**src/hnaf_pkg.sv**
```systemverilog
`timescale 1ns / 1ps
`default_nettype none

package hnaf_pkg;

    // Field widths fixed by the item formats.
    localparam int unsigned DATA_W   = 8;
    localparam int unsigned LEAD_W   = 5;
    localparam int unsigned FLAG_W   = 4;
    localparam int unsigned TONE_W   = 10;
    localparam int unsigned BCNT_W   = 4;
    localparam int unsigned RUN_W    = 3;
    localparam int unsigned CRC_W    = 16;
    localparam int unsigned CFG_IDX_W = 1;

    localparam logic [CRC_W-1:0]  CRC_POLY    = 16'h8408;
    localparam logic [CRC_W-1:0]  CRC_INIT    = 16'hFFFF;
    localparam logic [DATA_W-1:0] HDLC_FLAG   = 8'h7E;
    localparam logic [DATA_W-1:0] LEAD_BYTE   = 8'h00;
    localparam logic [LEAD_W-1:0] LEAD_IN_MAX = 5'd30;
    localparam logic [LEAD_W-1:0] LEAD_RESET  = 5'd30;
    localparam logic [FLAG_W-1:0] FLAG_RESET  = 4'd4;
    localparam logic [RUN_W-1:0]  STUFF_LAST  = 3'd4;
    localparam logic [RUN_W-1:0]  RUN_SAT     = 3'd7;

    localparam int unsigned QUEUE_DEPTH_DEF = 2;

    // Configuration register indexes.
    localparam logic [CFG_IDX_W-1:0] CFG_LEAD_IN = 1'b0;
    localparam logic [CFG_IDX_W-1:0] CFG_FLAGS   = 1'b1;

    // Which byte of a frame the back end is producing.
    typedef enum logic [2:0] {
        PH_IDLE,
        PH_LEAD,
        PH_OPEN,
        PH_DATA,
        PH_FCS_LO,
        PH_FCS_HI,
        PH_CLOSE
    } t_phase;

    // Classified command handed from the front end to the back end.
    typedef struct packed {
        logic [DATA_W-1:0] data;
        logic              first;
        logic              last;
        t_phase            start_phase;
        logic [LEAD_W-1:0] start_cnt;
    } t_cmd;

    // Result of encoding one byte.
    typedef struct packed {
        logic [TONE_W-1:0] bits;
        logic [BCNT_W-1:0] cnt;
        logic              tone;
        logic [RUN_W-1:0]  run;
    } t_enc;

    // Reflected CRC-16 fold of one byte, least significant bit first.
    function automatic logic [CRC_W-1:0] crc_fold(input logic [CRC_W-1:0] crc,
                                                  input logic [DATA_W-1:0] b);
        logic [CRC_W-1:0] c;
        c = crc ^ {8'h00, b};
        for (int i = 0; i < 8; i++) begin
            if (c[0]) begin
                c = (c >> 1) ^ CRC_POLY;
            end else begin
                c = c >> 1;
            end
        end
        return c;
    endfunction

    // NRZI coding with optional bit stuffing. A zero toggles the tone; with
    // stuffing on, a zero is inserted after the fifth one of a run.
    function automatic t_enc enc_byte(input logic [DATA_W-1:0] b,
                                      input logic              stuff,
                                      input logic              tone,
                                      input logic [RUN_W-1:0]  run);
        t_enc              r;
        logic [TONE_W-1:0] bits;
        logic [BCNT_W-1:0] cnt;
        logic              t;
        logic [RUN_W-1:0]  rn;
        bits = '0;
        cnt  = '0;
        t    = tone;
        rn   = run;
        for (int i = 0; i < 8; i++) begin
            if (!b[i]) begin
                t    = ~t;
                rn   = '0;
                bits = bits | (TONE_W'(t) << cnt);
                cnt  = cnt + 1'b1;
            end else begin
                bits = bits | (TONE_W'(t) << cnt);
                cnt  = cnt + 1'b1;
                if (stuff) begin
                    if (rn >= STUFF_LAST) begin
                        t    = ~t;
                        rn   = '0;
                        bits = bits | (TONE_W'(t) << cnt);
                        cnt  = cnt + 1'b1;
                    end else begin
                        rn = rn + 1'b1;
                    end
                end else if (rn != RUN_SAT) begin
                    rn = rn + 1'b1;
                end
            end
        end
        r.bits = bits;
        r.cnt  = cnt;
        r.tone = t;
        r.run  = rn;
        return r;
    endfunction

endpackage

`default_nettype wire

```
**src/hnaf_front.sv**
```systemverilog
`timescale 1ns / 1ps
`default_nettype none

module hnaf_front (
    input  wire logic [hnaf_pkg::DATA_W-1:0] i_data,
    input  wire logic                        i_first,
    input  wire logic                        i_last,
    input  wire logic [hnaf_pkg::LEAD_W-1:0] i_lead_in,
    input  wire logic [hnaf_pkg::FLAG_W-1:0] i_flag_cnt,
    output      hnaf_pkg::t_cmd              o_cmd
);
    import hnaf_pkg::*;

    logic [LEAD_W-1:0] lead_eff;

    // Lead-in settings above the maximum behave as the maximum.
    assign lead_eff = (i_lead_in > LEAD_IN_MAX) ? LEAD_IN_MAX : i_lead_in;

    always_comb begin
        o_cmd.data        = i_data;
        o_cmd.first       = i_first;
        o_cmd.last        = i_last;
        o_cmd.start_phase = PH_DATA;
        o_cmd.start_cnt   = '0;
        if (i_first) begin
            if (lead_eff != '0) begin
                o_cmd.start_phase = PH_LEAD;
                o_cmd.start_cnt   = lead_eff;
            end else if (i_flag_cnt != '0) begin
                o_cmd.start_phase = PH_OPEN;
                o_cmd.start_cnt   = LEAD_W'(i_flag_cnt);
            end
        end
    end

endmodule

`default_nettype wire

```
**src/hnaf_queue.sv**
```systemverilog
`timescale 1ns / 1ps
`default_nettype none

module hnaf_queue #(
    parameter int unsigned DEPTH = hnaf_pkg::QUEUE_DEPTH_DEF
) (
    input  wire logic           i_clk,
    input  wire logic           i_rst_n,
    input  wire logic           i_push,
    input  wire hnaf_pkg::t_cmd i_cmd,
    output      logic           o_full,
    input  wire logic           i_pop,
    output      hnaf_pkg::t_cmd o_head,
    output      logic           o_head_valid
);
    import hnaf_pkg::*;

    localparam int unsigned AW = (DEPTH > 1) ? $clog2(DEPTH) : 1;
    localparam int unsigned CW = $clog2(DEPTH + 1);
    localparam logic [AW-1:0] LAST_IDX = AW'(DEPTH - 1);
    localparam logic [CW-1:0] FULL_CNT = CW'(DEPTH);

    t_cmd          r_mem [DEPTH];
    logic [AW-1:0] r_wr, n_wr;
    logic [AW-1:0] r_rd, n_rd;
    logic [CW-1:0] r_cnt, n_cnt;

    assign o_full       = (r_cnt == FULL_CNT);
    assign o_head_valid = (r_cnt != '0);
    assign o_head       = r_mem[r_rd];

    always_comb begin
        n_wr  = r_wr;
        n_rd  = r_rd;
        n_cnt = r_cnt;
        if (i_push) begin
            n_wr = (r_wr == LAST_IDX) ? '0 : r_wr + 1'b1;
        end
        if (i_pop) begin
            n_rd = (r_rd == LAST_IDX) ? '0 : r_rd + 1'b1;
        end
        if (i_push && !i_pop) begin
            n_cnt = r_cnt + 1'b1;
        end else if (i_pop && !i_push) begin
            n_cnt = r_cnt - 1'b1;
        end
    end

    always_ff @(posedge i_clk) begin
        if (!i_rst_n) begin
            r_wr  <= '0;
            r_rd  <= '0;
            r_cnt <= '0;
        end else begin
            r_wr  <= n_wr;
            r_rd  <= n_rd;
            r_cnt <= n_cnt;
        end
    end

    always_ff @(posedge i_clk) begin
        if (i_push) begin
            r_mem[r_wr] <= i_cmd;
        end
    end

endmodule

`default_nettype wire

```
**src/hnaf_back.sv**
```systemverilog
`timescale 1ns / 1ps
`default_nettype none

module hnaf_back (
    input  wire logic                        i_clk,
    input  wire logic                        i_rst_n,
    input  wire hnaf_pkg::t_cmd              i_head,
    input  wire logic                        i_head_valid,
    output      logic                        o_pop,
    input  wire logic [hnaf_pkg::FLAG_W-1:0] i_flag_cnt,
    output      logic                        o_valid,
    input  wire logic                        i_ready,
    output      logic [hnaf_pkg::TONE_W-1:0] o_tone_bits,
    output      logic [hnaf_pkg::BCNT_W-1:0] o_bit_count,
    output      logic                        o_group_last
);
    import hnaf_pkg::*;

    t_phase            r_phase, n_phase;
    logic [LEAD_W-1:0] r_cnt, n_cnt;
    logic              r_tone;
    logic [RUN_W-1:0]  r_run;
    logic [CRC_W-1:0]  r_crc;
    logic              r_ov;
    logic [TONE_W-1:0] r_bits;
    logic [BCNT_W-1:0] r_bcnt;
    logic              r_glast;

    logic              starting, fresh, slot, fire, done, stuff;
    t_phase            ph;
    logic [LEAD_W-1:0] cnt;
    logic              tone;
    logic [RUN_W-1:0]  run;
    logic [CRC_W-1:0]  crc, n_crc;
    logic [DATA_W-1:0] byte_val;
    t_enc              enc;

    assign starting = (r_phase == PH_IDLE);
    assign fresh    = starting && i_head.first;
    assign ph       = starting ? i_head.start_phase : r_phase;
    assign cnt      = starting ? i_head.start_cnt : r_cnt;
    assign tone     = fresh ? 1'b1 : r_tone;
    assign run      = fresh ? '0 : r_run;
    assign crc      = fresh ? CRC_INIT : r_crc;
    assign slot     = !r_ov || i_ready;
    assign fire     = i_head_valid && slot;
    assign o_pop    = fire && done;

    always_comb begin
        byte_val = i_head.data;
        stuff    = 1'b1;
        n_crc    = crc;
        n_phase  = r_phase;
        n_cnt    = cnt - 1'b1;
        done     = 1'b0;
        case (ph)
            PH_LEAD: begin
                byte_val = LEAD_BYTE;
                if (cnt == LEAD_W'(1)) begin
                    if (i_flag_cnt != '0) begin
                        n_phase = PH_OPEN;
                        n_cnt   = LEAD_W'(i_flag_cnt);
                    end else begin
                        n_phase = PH_DATA;
                    end
                end else begin
                    n_phase = PH_LEAD;
                end
            end
            PH_OPEN: begin
                byte_val = HDLC_FLAG;
                stuff    = 1'b0;
                n_phase  = (cnt == LEAD_W'(1)) ? PH_DATA : PH_OPEN;
            end
            PH_DATA: begin
                n_crc = crc_fold(crc, i_head.data);
                if (i_head.last) begin
                    n_phase = PH_FCS_LO;
                end else begin
                    done    = 1'b1;
                    n_phase = PH_IDLE;
                end
            end
            PH_FCS_LO: begin
                byte_val = ~crc[7:0];
                n_phase  = PH_FCS_HI;
            end
            PH_FCS_HI: begin
                byte_val = ~crc[15:8];
                if (i_flag_cnt != '0) begin
                    n_phase = PH_CLOSE;
                    n_cnt   = LEAD_W'(i_flag_cnt);
                end else begin
                    done    = 1'b1;
                    n_phase = PH_IDLE;
                end
            end
            PH_CLOSE: begin
                byte_val = HDLC_FLAG;
                stuff    = 1'b0;
                if (cnt == LEAD_W'(1)) begin
                    done    = 1'b1;
                    n_phase = PH_IDLE;
                end else begin
                    n_phase = PH_CLOSE;
                end
            end
            default: begin
                done    = 1'b1;
                n_phase = PH_IDLE;
            end
        endcase
        enc = enc_byte(byte_val, stuff, tone, run);
    end

    always_ff @(posedge i_clk) begin
        if (!i_rst_n) begin
            r_phase <= PH_IDLE;
            r_cnt   <= '0;
            r_tone  <= 1'b1;
            r_run   <= '0;
            r_crc   <= CRC_INIT;
            r_ov    <= 1'b0;
        end else begin
            if (fire) begin
                r_phase <= n_phase;
                r_cnt   <= n_cnt;
                r_tone  <= enc.tone;
                r_run   <= enc.run;
                r_crc   <= n_crc;
                r_ov    <= 1'b1;
            end else if (i_ready) begin
                r_ov <= 1'b0;
            end
        end
    end

    always_ff @(posedge i_clk) begin
        if (fire) begin
            r_bits  <= enc.bits;
            r_bcnt  <= enc.cnt;
            r_glast <= done;
        end
    end

    assign o_valid      = r_ov;
    assign o_tone_bits  = r_bits;
    assign o_bit_count  = r_bcnt;
    assign o_group_last = r_glast;

endmodule

`default_nettype wire

```
**src/hdlc_nrzi_afsk_framer.sv**
```systemverilog
`timescale 1ns / 1ps
`default_nettype none

// Channel    Direction  Ports                      Contents
// s (bytes)  in         tvalid/tready/tdata/tuser/  tdata: data_byte; tuser: first_byte;
//                       tlast                      tlast: last_byte
// m (tones)  out        tvalid/tready/tdata/tlast  tdata: tone_bits, bit_count; tlast: group_last
// cfg        in         valid/ready/index/data     index 0 lead_in_bytes, 1 flag_count
//
// A plain data byte passes at one item per cycle while the output is not stalled.
// A first byte is preceded by lead_in zero bytes and opening flags, and a last byte is
// followed by the two FCS bytes and closing flags, all from the single byte encoder.
// The input side keeps filling a queue, two entries deep by default, while the back end works.
// Reset is synchronous and active low; it clears the queue, the output register,
// the tone (to mark), the ones run and the CRC. Either side may stall at any time.

module hdlc_nrzi_afsk_framer #(
    parameter int unsigned QUEUE_DEPTH = hnaf_pkg::QUEUE_DEPTH_DEF
) (
    input  wire logic                           i_clk,
    input  wire logic                           i_rst_n,
    // Byte input.
    input  wire logic                           i_s_tvalid,
    output      logic                           o_s_tready,
    input  wire logic [7:0]                     i_s_tdata,  // [7:0] data_byte
    input  wire logic                           i_s_tuser,  // [0] first_byte
    input  wire logic                           i_s_tlast,
    // Tone group output.
    output      logic                           o_m_tvalid,
    input  wire logic                           i_m_tready,
    output      logic [15:0]                    o_m_tdata,  // [9:0] tone_bits, [13:10] bit_count
    output      logic                           o_m_tlast,
    // Configuration writes.
    input  wire logic                           i_cfg_valid,
    output      logic                           o_cfg_ready,
    input  wire logic [hnaf_pkg::CFG_IDX_W-1:0] i_cfg_index,
    input  wire logic [hnaf_pkg::LEAD_W-1:0]    i_cfg_data
);
    import hnaf_pkg::*;

    logic [LEAD_W-1:0] r_lead_in;
    logic [FLAG_W-1:0] r_flag_cnt;

    t_cmd              push_cmd, head_cmd;
    logic              q_full, head_valid, pop, push;
    logic [TONE_W-1:0] tone_bits;
    logic [BCNT_W-1:0] bit_count;

    // The register file always takes a write; the user must write only while idle (not enforced).
    assign o_cfg_ready = 1'b1;

    always_ff @(posedge i_clk) begin
        if (!i_rst_n) begin
            r_lead_in  <= LEAD_RESET;
            r_flag_cnt <= FLAG_RESET;
        end else if (i_cfg_valid) begin
            case (i_cfg_index)
                CFG_LEAD_IN: r_lead_in  <= i_cfg_data;
                CFG_FLAGS:   r_flag_cnt <= i_cfg_data[FLAG_W-1:0];
                default:     r_lead_in  <= r_lead_in;
            endcase
        end
    end

    // An input item is taken whenever the queue has room.
    assign o_s_tready = !q_full;
    assign push       = i_s_tvalid && !q_full;

    hnaf_front u_front (
        .i_data     (i_s_tdata),
        .i_first    (i_s_tuser),
        .i_last     (i_s_tlast),
        .i_lead_in  (r_lead_in),
        .i_flag_cnt (r_flag_cnt),
        .o_cmd      (push_cmd)
    );

    hnaf_queue #(
        .DEPTH (QUEUE_DEPTH)
    ) u_queue (
        .i_clk        (i_clk),
        .i_rst_n      (i_rst_n),
        .i_push       (push),
        .i_cmd        (push_cmd),
        .o_full       (q_full),
        .i_pop        (pop),
        .o_head       (head_cmd),
        .o_head_valid (head_valid)
    );

    hnaf_back u_back (
        .i_clk        (i_clk),
        .i_rst_n      (i_rst_n),
        .i_head       (head_cmd),
        .i_head_valid (head_valid),
        .o_pop        (pop),
        .i_flag_cnt   (r_flag_cnt),
        .o_valid      (o_m_tvalid),
        .i_ready      (i_m_tready),
        .o_tone_bits  (tone_bits),
        .o_bit_count  (bit_count),
        .o_group_last (o_m_tlast)
    );

    assign o_m_tdata = {2'b00, bit_count, tone_bits};

endmodule

`default_nettype wire

```
**config.mk**
```make
export PLATFORM = sky130hd
export DESIGN_NAME = hdlc_nrzi_afsk_framer
export DESIGN_NICKNAME = d
export VERILOG_FILES = /design/src/hnaf_pkg.sv /design/src/hnaf_front.sv /design/src/hnaf_queue.sv /design/src/hnaf_back.sv /design/src/hdlc_nrzi_afsk_framer.sv
export SDC_FILE = /design/constraint.sdc
export NUM_CORES = 1
export LEC_CHECK = 0
export ABC_AREA = 1
export BUFFER_PORTS_ARGS = -buffer_cell sky130_fd_sc_hd__buf_4
export CORE_ASPECT_RATIO = 1.5
export CORE_UTILIZATION = 55
export DETAILED_ROUTE_END_ITERATION = 7
export PLACE_DENSITY = 0.72
export SLEW_MARGIN = 20
export SYNTH_ARGS = -nofsm -noshare
export SYNTH_HDL_FRONTEND = slang
export SYNTH_SLANG_ARGS = --single-unit
export TNS_END_PERCENT = 100
```
**constraint.sdc**
```tcl
create_clock -name i_clk -period 10.8 [get_ports i_clk]
set_input_delay 2.7 -clock i_clk [delete_from_list [all_inputs] [get_ports i_clk]]
set_output_delay 2.7 -clock i_clk [all_outputs]
set_load 0.01 [all_outputs]
```
==> results of run 1 <==
-- registers in the layout (all words and copies together) (netlist names), named ones only --
register,count
u_queue.r_mem,34
u_back.r_crc,16
u_back.o_tone_bits,10
r_lead_in,5
u_back.r_cnt,5
r_flag_cnt,4
u_back.o_bit_count,4
u_back.r_phase,3
u_back.r_run,3
u_queue.r_cnt,2
u_back.o_group_last,1
u_back.o_valid,1
u_back.r_tone,1
u_queue.r_rd,1
u_queue.r_wr,1
-- worst paths after layout --
check                  startpoint                    end  depth (start not counted)
setup reg to reg        flip-flop  u_back.o_bit_count[3]                         55
hold reg to reg   u_back.r_run[1]        u_back.r_run[1]                          2
setup / recovery        flip-flop  u_back.o_bit_count[3]                         55
hold / removal    u_back.r_run[1]        u_back.r_run[1]                          2
-- per-layer routing --
layer / vias up / GRT usage [%] / part of all wire, %
li1: 4773 / - / -
met1: 4348 / 33.9 / 40
met2: 244 / 55.5 / 53
met3: 68 / 2.60 / 3.0
met4: 0 / 13.6 / 3.8
met5: - / 0 / 0
-- kinds of logic after synthesis --
| family | after synthesis | share of synthesized area (%) |
|---|---|---|
| flops | 92 | 25.4 |
| fa+ha+maj | 45 | 6.12 |
| xor+xnor | 30 | 2.94 |
| simple gates | 852 | 41.4 |
| other cells | 2 | 0.0817 |
| buf+inv | 208 | 9.36 |
| mux | 9 | 0.980 |
| compound gates | 217 | 13.7 |
-- area by class of cell --
class                   instances  area, um2  area share (%)
flip-flops and latches         92       2330            23.6
inverters                     168        643            6.50
repair buffers                 43        343            3.47
well taps                     206        258            2.61
multi-input cells            1156       6020            60.8
clock buffers                  11        243            2.45
clock inverters                 5       57.6           0.582
-- stage by stage --
| stage | worst slack, ns | area, um2 | std cells |
|---|---|---|---|
| 4_1_cts | 2.21 | 9870 | 1680 |
| 2_1_floorplan | 3.37 | 9200 | 1456 |
| 5_1_grt | 1.17 | 9890 | 1681 |
| 3_3_place_gp | 2.55 | 9570 | 1664 |
| 6_report | 2.13 | 9890 | 1681 |
| 3_5_place_dp | 2.21 | 9570 | 1664 |
-- worst max-delay path, delay by kind of cell (launching register included) --
kind            cells  cell delay (ns)
buf+inv            12             1.04
xor+xnor            1             0.18
fa+ha+maj          12             2.50
simple gates       26             3.30
flops               1             0.84
compound gates      4             0.59
-- cell usage after synthesis, types with 4 or more instances --
library cell / instances
a21oi_1: 79
a31oi_1: 4
buf_4: 7
buf_6: 5
clkbuf_1: 22
clkinv_1: 4
dfxtp_1: 43
edfxtp_1: 49
ha_1: 45
inv_1: 136
inv_2: 23
inv_4: 5
mux2i_1: 9
nand2_1: 382
nand2_2: 34
nand2_4: 16
nand3_1: 112
nand3_2: 10
nand4_1: 17
nor2_1: 230
nor2_2: 7
nor3_1: 24
o211ai_1: 26
o21ai_0: 74
o21ai_1: 5
o22ai_1: 4
or2_2: 6
xnor2_1: 5
xor2_1: 24
==> summary.md, run 1 <==
| Metric | Value |
|---|---|
| Final-layout fill cell count | `1637` |
| Max Cap Viol | `0` |
| Estimated wirelength of the detail-placed design | `19600 um` |
| Global-route total usage across every layer | `29.9%` |
| DRC violation count after routing | `0` |
| Clock-pin slew on the worst setup and hold paths | `0.08 ns` |
| Core region area | `16300 um2` |
| Maximum cell stage delay along the critical path | `0.84 ns` |
| CP Class | `reg -> reg` |
| Most common cell after layout, fill and taps aside | `nand2_1` |
| Wire length after detailed routing | `25100 um` |
| Setup TNS | `0 ns` |
| Die Ht | `160 um` |
| Proportion of register bits with asynchronous set or reset after synthesis | `0%` |
| Post-synth EDFFs | `49` |
| Post-CTS Hold Fix Bufs | `0` |
| Top cells by area, synth | `edfxtp_1 16%, nand2_1 16%, nor2_1 9.4%` |
| Headroom to the max-slew limit | `46.4%` |
| Pin count of the biggest net entering global routing | `37` |
| Via count of the first global-routing pass | `8869` |
| Finished Core Util | `60.8%` |
| Highest Clock Rate | `115 MHz` |
| Peak fanout along the critical path | `18` |
| Num CTS Buffers | `9` |
| Clock net sink count | `92` |
| Synthesized area per cell | `6.32 um2` |
| Commonest cells after routing, fill and taps aside | `382 x nand2_1, 230 x nor2_1, 136 x inv_1, 112 x nand3_1, 78 x a21oi_1` |
| Number of buffers added on ports | `37` |
| Count of nets after finishing | `1536` |
| Result of the run | `finished, final reports clean` |
| Final hold violation count | `0` |
| Die Footprint | `17200 um2` |
| Initial standard-cell utilization of the core | `56.5%` |
| Total overflow reported by the global router | `0` |
| Part of the cycle the worst path needs | `80.3%` |
| Post-cts sizing count | `0` |
| Antenna diode instance count | `0` |
| Min Clock Period, post-route | `8.67 ns` |
| Unrepaired setup endpoints after global routing | `false` |
| Critical Path End Type | `flip-flop` |
| Startpoint kind of the worst setup timing path | `flip-flop` |
| Largest area contributor in the netlist | `edfxtp_1` |
| Post-CTS setup buffer count | `0` |
| Fraction of layout cells with a size suffix above 1 | `11.9%` |
| TritonCTS clock tree | `built` |
| Routed Antenna Nets | `0` |
| Vias after detailed routing | `9433` |
| Number of violations reported at the end of detailed-routing iteration 0 | `669` |
| Max-slew violation count | `0` |
| Class of the most critical hold timing path | `reg -> reg` |
| Setup violations, final | `0` |
| Placer congestion estimate | `1.00` |
| Maximum buffer depth of the clock tree | `2` |
| Slowest stage cell on the critical path | `dfxtp_1` |
| Syn Inst Count | `1455` |
| Cell row count | `57` |
| Initial antenna violation count | `0` |
| Number of iterations in the first detailed-routing pass | `5` |
| Worst-case clock skew | `0.0207 ns` |
| Top Ports | `41` |
| Worst-Skew Late Latency | `0.35 ns` |
| Share of the synthesized area in the top cell type | `16.0%` |
| Part of the Yosys area used for sequential elements | `25.4%` |
| Total standard cell area after synthesis | `9200 um2` |
| Die Span X | `108 um` |
| WP data required | `10.91 ns` |
| Yosys reg bits | `92` |
| Actual transition at the worst max-transition pin | `0.803 ns` |
| Detailed-route wire length per cell | `14.9 um` |
| Top_reg_cell synth | `edfxtp_1` |
| Number of vias per cell | `5.61` |
| Ys Warns | `0` |
| Area growth from synthesis to final layout | `7.59%` |
| Register-to-register path setup slack | `2.13 ns` |
| Post-synthesis cell type count | `58` |
| Global-route wire length before repair | `41600 um` |
| Buffer cell driving the clock tree root | `clkbuf_16` |
| Critical Path AT | `8.78 ns` |
| Worst hold margin | `0.467 ns` |
| H-Tree Level Count | `3` |
Power of run 1 is left out: the tool's default activity adds up to more than one toggle a clock period on the data nets, which glitch-free logic cannot reach.
==> run 2, diff against run 1 <==
==> constraint.sdc (replaced) <==
create_clock -name i_clk -period 8.4 [get_ports i_clk]
set_input_delay 2.1 -clock i_clk [delete_from_list [all_inputs] [get_ports i_clk]]
set_output_delay 2.1 -clock i_clk [all_outputs]
set_load 0.01 [all_outputs]
==> run 2 against run 1 <==
- register-to-register slack worse by 1.5 ns
- clock skew is 0.0059 ns lower
- utilization rose by 1.1 points
- first-iteration DRC count down 9.0%
- sequential cell count stayed put
- clock-buffer cell count fell by 1
- setup slack lost 1.5 ns
- cell count increased by 0.89%
- fmax up 11%
==> summary.md, run 2 (same netlist as run 1, synthesis figures left out) <==
| Metric | Value |
|---|---|
| Vias after detailed routing | `9412 (-0.22%)` |
| Global-route total usage across every layer | `29.5% (-0.40 points)` |
| Estimated wirelength of the detail-placed design | `19400 um (-1.4%)` |
| Die Ht | `160 um (unchanged)` |
| Number of iterations in the first detailed-routing pass | `5 (unchanged)` |
| Top Ports | `41 (unchanged)` |
| Maximum buffer depth of the clock tree | `2 (unchanged)` |
| Num CTS Buffers | `9 (unchanged)` |
| Commonest cells after routing, fill and taps aside | `381 x nand2_1, 224 x nor2_1, 133 x inv_1, 112 x nand3_1, 78 x a21oi_1` |
| Setup violations, final | `0 (unchanged)` |
| Buffer cell driving the clock tree root | `clkbuf_16` |
| Antenna diode instance count | `0 (unchanged)` |
| CP Class | `reg -> reg` |
| Initial standard-cell utilization of the core | `56.5% (unchanged)` |
| WP data required | `8.50 ns (-2.41 ns)` |
| Met2 track demand over resource in global routing | `52.9% (-2.6 points)` |
| Min Clock Period, post-route | `7.79 ns (-0.876 ns)` |
| Worst-Skew Late Latency | `0.35 ns (about the same)` |
| Number of vias per cell | `5.55 (-1.1%)` |
| Register-to-register path setup slack | `0.61 ns (-1.52 ns)` |
| Startpoint kind of the worst setup timing path | `flip-flop` |
| Max Cap Viol | `0 (unchanged)` |
| Worst-case clock skew | `0.0148 ns (-0.00588 ns)` |
| Global-route met3 utilization | `3.08% (+0.49 points)` |
| Highest Clock Rate | `128 MHz (+11%)` |
| Initial antenna violation count | `0 (unchanged)` |
| Area growth from synthesis to final layout | `9.46%` |
| Worst Setup Slack, final | `0.607 ns (-1.52 ns)` |
| Maximum cell stage delay along the critical path | `0.37 ns (-0.47 ns)` |
| Peak fanout along the critical path | `17 (-1)` |
| Final hold violation count | `0 (unchanged)` |
| Routed Antenna Nets | `0 (unchanged)` |
| Cell row count | `57 (unchanged)` |
| Total overflow reported by the global router | `0 (unchanged)` |
| DRC violation count after routing | `0 (unchanged)` |
| Wire length after detailed routing | `24800 um (-0.97%)` |
| Critical Path AT | `7.89 ns (-0.89 ns)` |
| Worst slack at placement | `0.225 ns (-1.99 ns)` |
| Max-slew violation count | `0 (unchanged)` |
| Number of violations reported at the end of detailed-routing iteration 0 | `609 (-9.0%)` |
| Number of cells traversed by the worst register-to-register path | `60 (+9.1%)` |
| H-Tree Level Count | `3 (unchanged)` |
| TritonCTS clock tree | `built` |
| Count of nets after finishing | `1551 (+0.98%)` |
| Post-CTS Hold Fix Bufs | `0 (unchanged)` |
| Top Usage Layer GRT | `met2` |
| Class of the most critical hold timing path | `reg -> reg` |
| Actual transition at the worst max-transition pin | `1.00 ns (+0.202 ns)` |
| Detailed-route wire length per cell | `14.6 um (-1.8%)` |
| Register ranked first by flip-flop count | `u_queue.r_mem` |
| Number of buffers added on ports | `37 (unchanged)` |
| Clock-pin slew on the worst setup and hold paths | `0.07 ns (about the same)` |
| Clock net sink count | `92 (unchanged)` |
| Worst Hold Depth | `2 (unchanged)` |
| Fraction of layout cells with a size suffix above 1 | `14.3% (+2.4 points)` |
| Most frequent cell on the critical path | `inv_1` |
| Via count of the first global-routing pass | `9087 (+2.5%)` |
| Part of the cycle the worst path needs | `92.8% (+13 points)` |
| Number of flip-flops under the largest register name | `34 (unchanged)` |
| Pin count of the biggest net entering global routing | `37 (unchanged)` |
| Slowest stage cell on the critical path | `dfxtp_2` |
| Global-route wire length before repair | `41100 um (-1.0%)` |
| Core region area | `16300 um2 (unchanged)` |
| Headroom to the max-slew limit | `32.6% (-14 points)` |
| Most common cell after layout, fill and taps aside | `nand2_1` |
| Critical Path End Type | `flip-flop` |
| Placer congestion estimate | `0.967 (-3.3%)` |
| Result of the run | `finished, final reports clean` |
| Die Span X | `108 um (unchanged)` |
| Met1 Use GR | `32.9% (-0.99 points)` |
| Die Footprint | `17200 um2 (unchanged)` |
run 2: path summary, 6_finish.rpt:
| path | start | end |
|---|---|---|
| min reg2reg | u_back.r_run[1] | u_back.r_run[1] |
| max | u_back.r_phase[2] | u_back.o_bit_count[3] |
| min | u_back.r_run[1] | u_back.r_run[1] |
| max reg2reg | u_back.r_phase[2] | u_back.o_bit_count[3] |
run 2: cell type report:
type	count	area (um2)
clock inverter	6	48.8
inverter	168	653
sequential	92	2340
tap	206	258
fill	1586	6200
clock buffer	10	250
multi-input combinational	1156	6080
timing repair buffer	58	435
run 2: repair_timing:
item,4_1_cts,5_1_grt
buffers inserted,0,7
resized for setup,0,33
setup endpoints to repair,0,18
run 2: metal layers:
| metal | wire length (um) | part of all wire, % |
|---|---|---|
| met5 | 0 | 0 |
| met2 | 12600 | 51 |
| met4 | 1350 | 5.5 |
| met1 | 9950 | 40 |
| met3 | 939 | 3.8 |
run 2: stage by stage:
stage | hold slack (ns) | setup TNS [ns] | cells | cell area, um2 | utilization [%]
floorplan | 0.433 | 0 | 1456 | 9200 | -
global placement | 0.443 | 0 | 1673 | 9630 | 59.2
detailed placement | 0.458 | 0 | 1673 | 9630 | 59.2
CTS | 0.477 | 0 | 1689 | 9930 | 61.1
global route | 0.500 | -1.10 | 1696 | 10100 | 61.9
finish | 0.474 | 0 | 1696 | 10100 | 61.9
run 2: critical path, delay by kind of cell (launching register included):
kind	cells	cell delay [ns]
simple gates	27	2.75
fa+ha+maj	13	2.53
buf+inv	15	1.16
flops	1	0.37
compound gates	3	0.36
xor+xnor	2	0.34
Power of run 2 is left out for the same reason.
==> run 3, diff against run 2 <==
--- a/config.mk
+++ b/config.mk
@@ -5,12 +5,10 @@
 export SDC_FILE = /design/constraint.sdc
 export NUM_CORES = 1
 export LEC_CHECK = 0
-export ABC_AREA = 1
 export BUFFER_PORTS_ARGS = -buffer_cell sky130_fd_sc_hd__buf_4
-export CORE_ASPECT_RATIO = 1.5
-export CORE_UTILIZATION = 55
+export CORE_ASPECT_RATIO = 0.6
+export CORE_UTILIZATION = 40
 export DETAILED_ROUTE_END_ITERATION = 7
-export PLACE_DENSITY = 0.72
 export SLEW_MARGIN = 20
 export SYNTH_ARGS = -nofsm -noshare
 export SYNTH_HDL_FRONTEND = slang
==> run 3 against run 2 <==
- routed wire length increased by 13%
- fmax is 3.7% lower
- non-clock buffer count is 70 higher
- sequential share of layout area down 0.60 points
- register-to-register slack got worse by 0.30 ns
==> summary.md, run 3 <==
| Metric | Value |
|---|---|
| Die Ht | `116 um (-28%)` |
| Worst-case vdd ir drop | `0.215 mV` |
| Number of vias per cell | `6.06 (+9.3%)` |
| Pin count of the biggest net entering global routing | `44 (+19%)` |
| Proportion of register bits with asynchronous set or reset after synthesis | `0% (unchanged)` |
| Leakage power figure | `3.81 nW` |
| Slowest stage cell on the critical path | `or3_1` |
| Number of violations reported at the end of detailed-routing iteration 0 | `1145 (+88%)` |
| Final-layout fill cell count | `2026 (+28%)` |
| Critical Path End Type | `flip-flop` |
| Cell row count | `41 (-28%)` |
| Total standard cell area after synthesis | `8610 um2 (-6.4%)` |
| Register-to-register path setup slack | `0.31 ns (-0.30 ns)` |
| Count of nets after finishing | `1206 (-22%)` |
| Top_reg_cell synth | `edfxtp_1` |
| Clock net sink count | `92 (unchanged)` |
| Final hold violation count | `0 (unchanged)` |
| Min Clock Period, post-route | `8.09 ns (+0.299 ns)` |
| Part of the Yosys area used for sequential elements | `27.1% (+1.7 points)` |
| Result of the run | `finished, final reports clean` |
| Max-slew violation count | `0 (unchanged)` |
| Worst-case clock skew | `0.00948 ns (-0.00534 ns)` |
| Antenna diode instance count | `0 (unchanged)` |
| Number of buffers added on ports | `37 (unchanged)` |
| Cell with the most instances after synthesis | `nand2_1` |
| Global-route wire length before repair | `43300 um (+5.2%)` |
| Worst-Skew Late Latency | `0.36 ns (about the same)` |
| Critical Path AT | `8.18 ns (+0.29 ns)` |
| Synthesized area per cell | `8.19 um2 (+30%)` |
| Placer congestion estimate | `1.04 (+8.1%)` |
| Part of the cycle the worst path needs | `96.3% (+3.6 points)` |
| Die Footprint | `22100 um2 (+28%)` |
| Maximum buffer depth of the clock tree | `2 (unchanged)` |
| Cell area power density | `410 nW/um2` |
| Worst Setup Slack, final | `0.308 ns (-0.299 ns)` |
| Most common cell after layout, fill and taps aside | `buf_4` |
| Post-synth EDFFs | `49 (unchanged)` |
| Commonest cells after routing, fill and taps aside | `125 x buf_4, 122 x nand2_1, 77 x nor2_1, 50 x nand3_1, 49 x edfxtp_1` |
| Class of the most critical hold timing path | `reg -> reg` |
| Vias after detailed routing | `8635 (-8.3%)` |
| WP data required | `8.48 ns (-0.02 ns)` |
| Fraction of layout cells with a size suffix above 1 | `20.7% (+6.4 points)` |
| Total overflow reported by the global router | `0 (unchanged)` |
| Buffer cell driving the clock tree root | `clkbuf_16` |
| Top Ports | `41 (unchanged)` |
| Peak fanout along the critical path | `11 (-6)` |
| Initial antenna violation count | `0 (unchanged)` |
| Post-CTS Hold Fix Bufs | `0 (unchanged)` |
| Area of the multi-input gates | `6140 um2 (+1.0%)` |
| Number of flip-flops under the largest register name | `34 (unchanged)` |
| Die Span X | `191 um (+78%)` |
| Post-synthesis cell type count | `99 (+71%)` |
| Routed Antenna Nets | `0 (unchanged)` |
| DRC violation count after routing | `0 (unchanged)` |
| Number of iterations in the first detailed-routing pass | `6 (+1)` |
| Actual transition at the worst max-transition pin | `1.06 ns (+0.0577 ns)` |
| Setup TNS | `0 ns (unchanged)` |
| Headroom to the max-slew limit | `28.6% (-4.0 points)` |
| Storage element area | `2330 um2 (-0.27%)` |
| Detailed-route wire length per cell | `19.7 um (+34%)` |
| Startpoint kind of the worst setup timing path | `flip-flop` |
| Clock-pin slew on the worst setup and hold paths | `0.07 ns (about the same)` |
| Initial standard-cell utilization of the core | `40.9% (-16 points)` |
| Number of cells traversed by the worst register-to-register path | `34 (-43%)` |
| R2R Path End | `u_back.o_tone_bits[5]` |
| Num CTS Buffers | `9 (unchanged)` |
| Worst slack at placement | `0.0236 ns (-0.201 ns)` |
| Top cells by area, synth | `edfxtp_1 17%, dfxtp_1 10%, ha_1 6.5%` |
| Syn Inst Count | `1051 (-28%)` |
| Core region area | `21000 um2 (+29%)` |
| Share of the synthesized area in the top cell type | `17.1% (+1.1 points)` |
| Via count of the first global-routing pass | `7573 (-17%)` |
| CP Class | `reg -> reg` |
| Wire length after detailed routing | `28000 um (+13%)` |
| Critical Path End | `u_back.o_tone_bits[5]` |
| Area growth from synthesis to final layout | `19.7%` |
| Highest Clock Rate | `124 MHz (-3.7%)` |
| Setup violations, final | `0 (unchanged)` |
| H-Tree Level Count | `3 (unchanged)` |
| Most frequent cells after synthesis | `126 x nand2_1, 82 x nor2_1, 51 x nand3_1, 49 x edfxtp_1, 49 x xnor2_1` |
| Global-route total usage across every layer | `25.7% (-3.8 points)` |
| Largest area contributor in the netlist | `edfxtp_1` |
| Ys Warns | `0 (unchanged)` |
| Max Cap Viol | `0 (unchanged)` |
| TritonCTS clock tree | `built` |
| Estimated wirelength of the detail-placed design | `21900 um (+13%)` |
| Register ranked first by flip-flop count | `u_queue.r_mem` |
| Yosys reg bits | `92 (unchanged)` |
| Maximum cell stage delay along the critical path | `0.49 ns (+0.12 ns)` |
run 3: changes by cell type after synthesis, sizes merged, moves of 36 or more:
cell / previous run / this run
inv: 164 / 48
o21ai: 82 / 39
xnor2: 5 / 55
nor2: 241 / 85
nand3: 124 / 51
nand2: 432 / 127
a21oi: 81 / 45
run 3: repair_timing:
item,4_1_cts,5_1_grt
resized for setup,1,50
buffers inserted,0,5
setup endpoints to repair,2,17
pin swaps,0,13
run 3: critical path, delay by kind of cell (launching register included):
kind                       cells  cell delay [ns]
and+or+nand+nor               12             2.77
DFF                            1             0.32
buffers and inverters          8             1.23
adders and majority gates      6             1.77
xor gates and xnor gates       1             0.45
muxes                          1             0.23
AOI/OAI and AO/OA              6             0.99
run 3: cell type report:
cell class | instances | share of cell area [%]
clock buffers | 9 | 2.19
clock inverters | 7 | 0.996
inverters | 48 | 1.77
multi-input cells | 861 | 59.6
flip-flops and latches | 92 | 22.6
well taps | 279 | 3.39
repair buffers | 128 | 9.40
run 3: worst min path at each step:
stage | start | end | depth (start not counted)
6_report | u_back.r_cnt[4] | u_back.r_cnt[4] | 2
5_1_grt | u_back.r_cnt[4] | u_back.r_cnt[4] | 2
4_1_cts | u_back.r_cnt[4] | u_back.r_cnt[4] | 2
3_5_place_dp | u_back.r_cnt[4] | u_back.r_cnt[4] | 2
3_3_place_gp | u_back.r_cnt[4] | u_back.r_cnt[4] | 2
2_1_floorplan | u_back.r_cnt[4] | u_back.r_cnt[4] | 2
run 3: through the flow:
stage | cell area [um2] | hold WS [ns] | util, % | power, W | cells
after detailed placement | 9680 | 0.453 | 46.0 | 0.00351 | 1402
after global placement | 9680 | 0.450 | 46.0 | 0.00352 | 1402
after global routing | 10300 | 0.502 | 49.0 | 0.00450 | 1424
final | 10300 | 0.460 | 49.0 | 0.00422 | 1424
after CTS | 10000 | 0.464 | 47.6 | 0.00397 | 1418
after floorplan | 8660 | 0.438 | - | 0.00266 | 1052
run 3: where the power goes:
| group | total (W) | internal [W] | switching (W) |
|---|---|---|---|
| Clock | 0.000440 | 0.000241 | 0.000198 |
| Sequential | 0.000704 | 0.000641 | 0.0000626 |
| Combinational | 0.00308 | 0.00121 | 0.00186 |
| Total | 0.00422 | 0.00209 | 0.00213 |
run 3: logic make-up (layout without fill, tap and decap cells):
| family | count (synthesis) | count (layout) | synth area share, % |
|---|---|---|---|
| AND/OR/NAND/NOR | 463 | 463 | 27.8 |
| AO/OA/AOI/OAI | 248 | 248 | 21.0 |
| buffers and inverters | 99 | 192 | 4.91 |
| flip-flops | 92 | 92 | 27.1 |
| XOR/XNOR | 71 | 71 | 8.85 |
| adder cells (fa/ha/maj) | 45 | 45 | 6.54 |
| multiplexers | 31 | 31 | 3.72 |
| other | 2 | 3 | 0.0872 |
run 3: routing by layer:
metal | track usage (%) | vias up | wire (um)
met4 | 5.24 | 2 | 434
met5 | 1.92 | - | 58
met3 | 9.24 | 46 | 3600
met1 | 42.6 | 4023 | 14500
li1 | - | 4075 | -
met2 | 29.0 | 489 | 9370
Note: power is estimated with default switching activity, not from simulation.
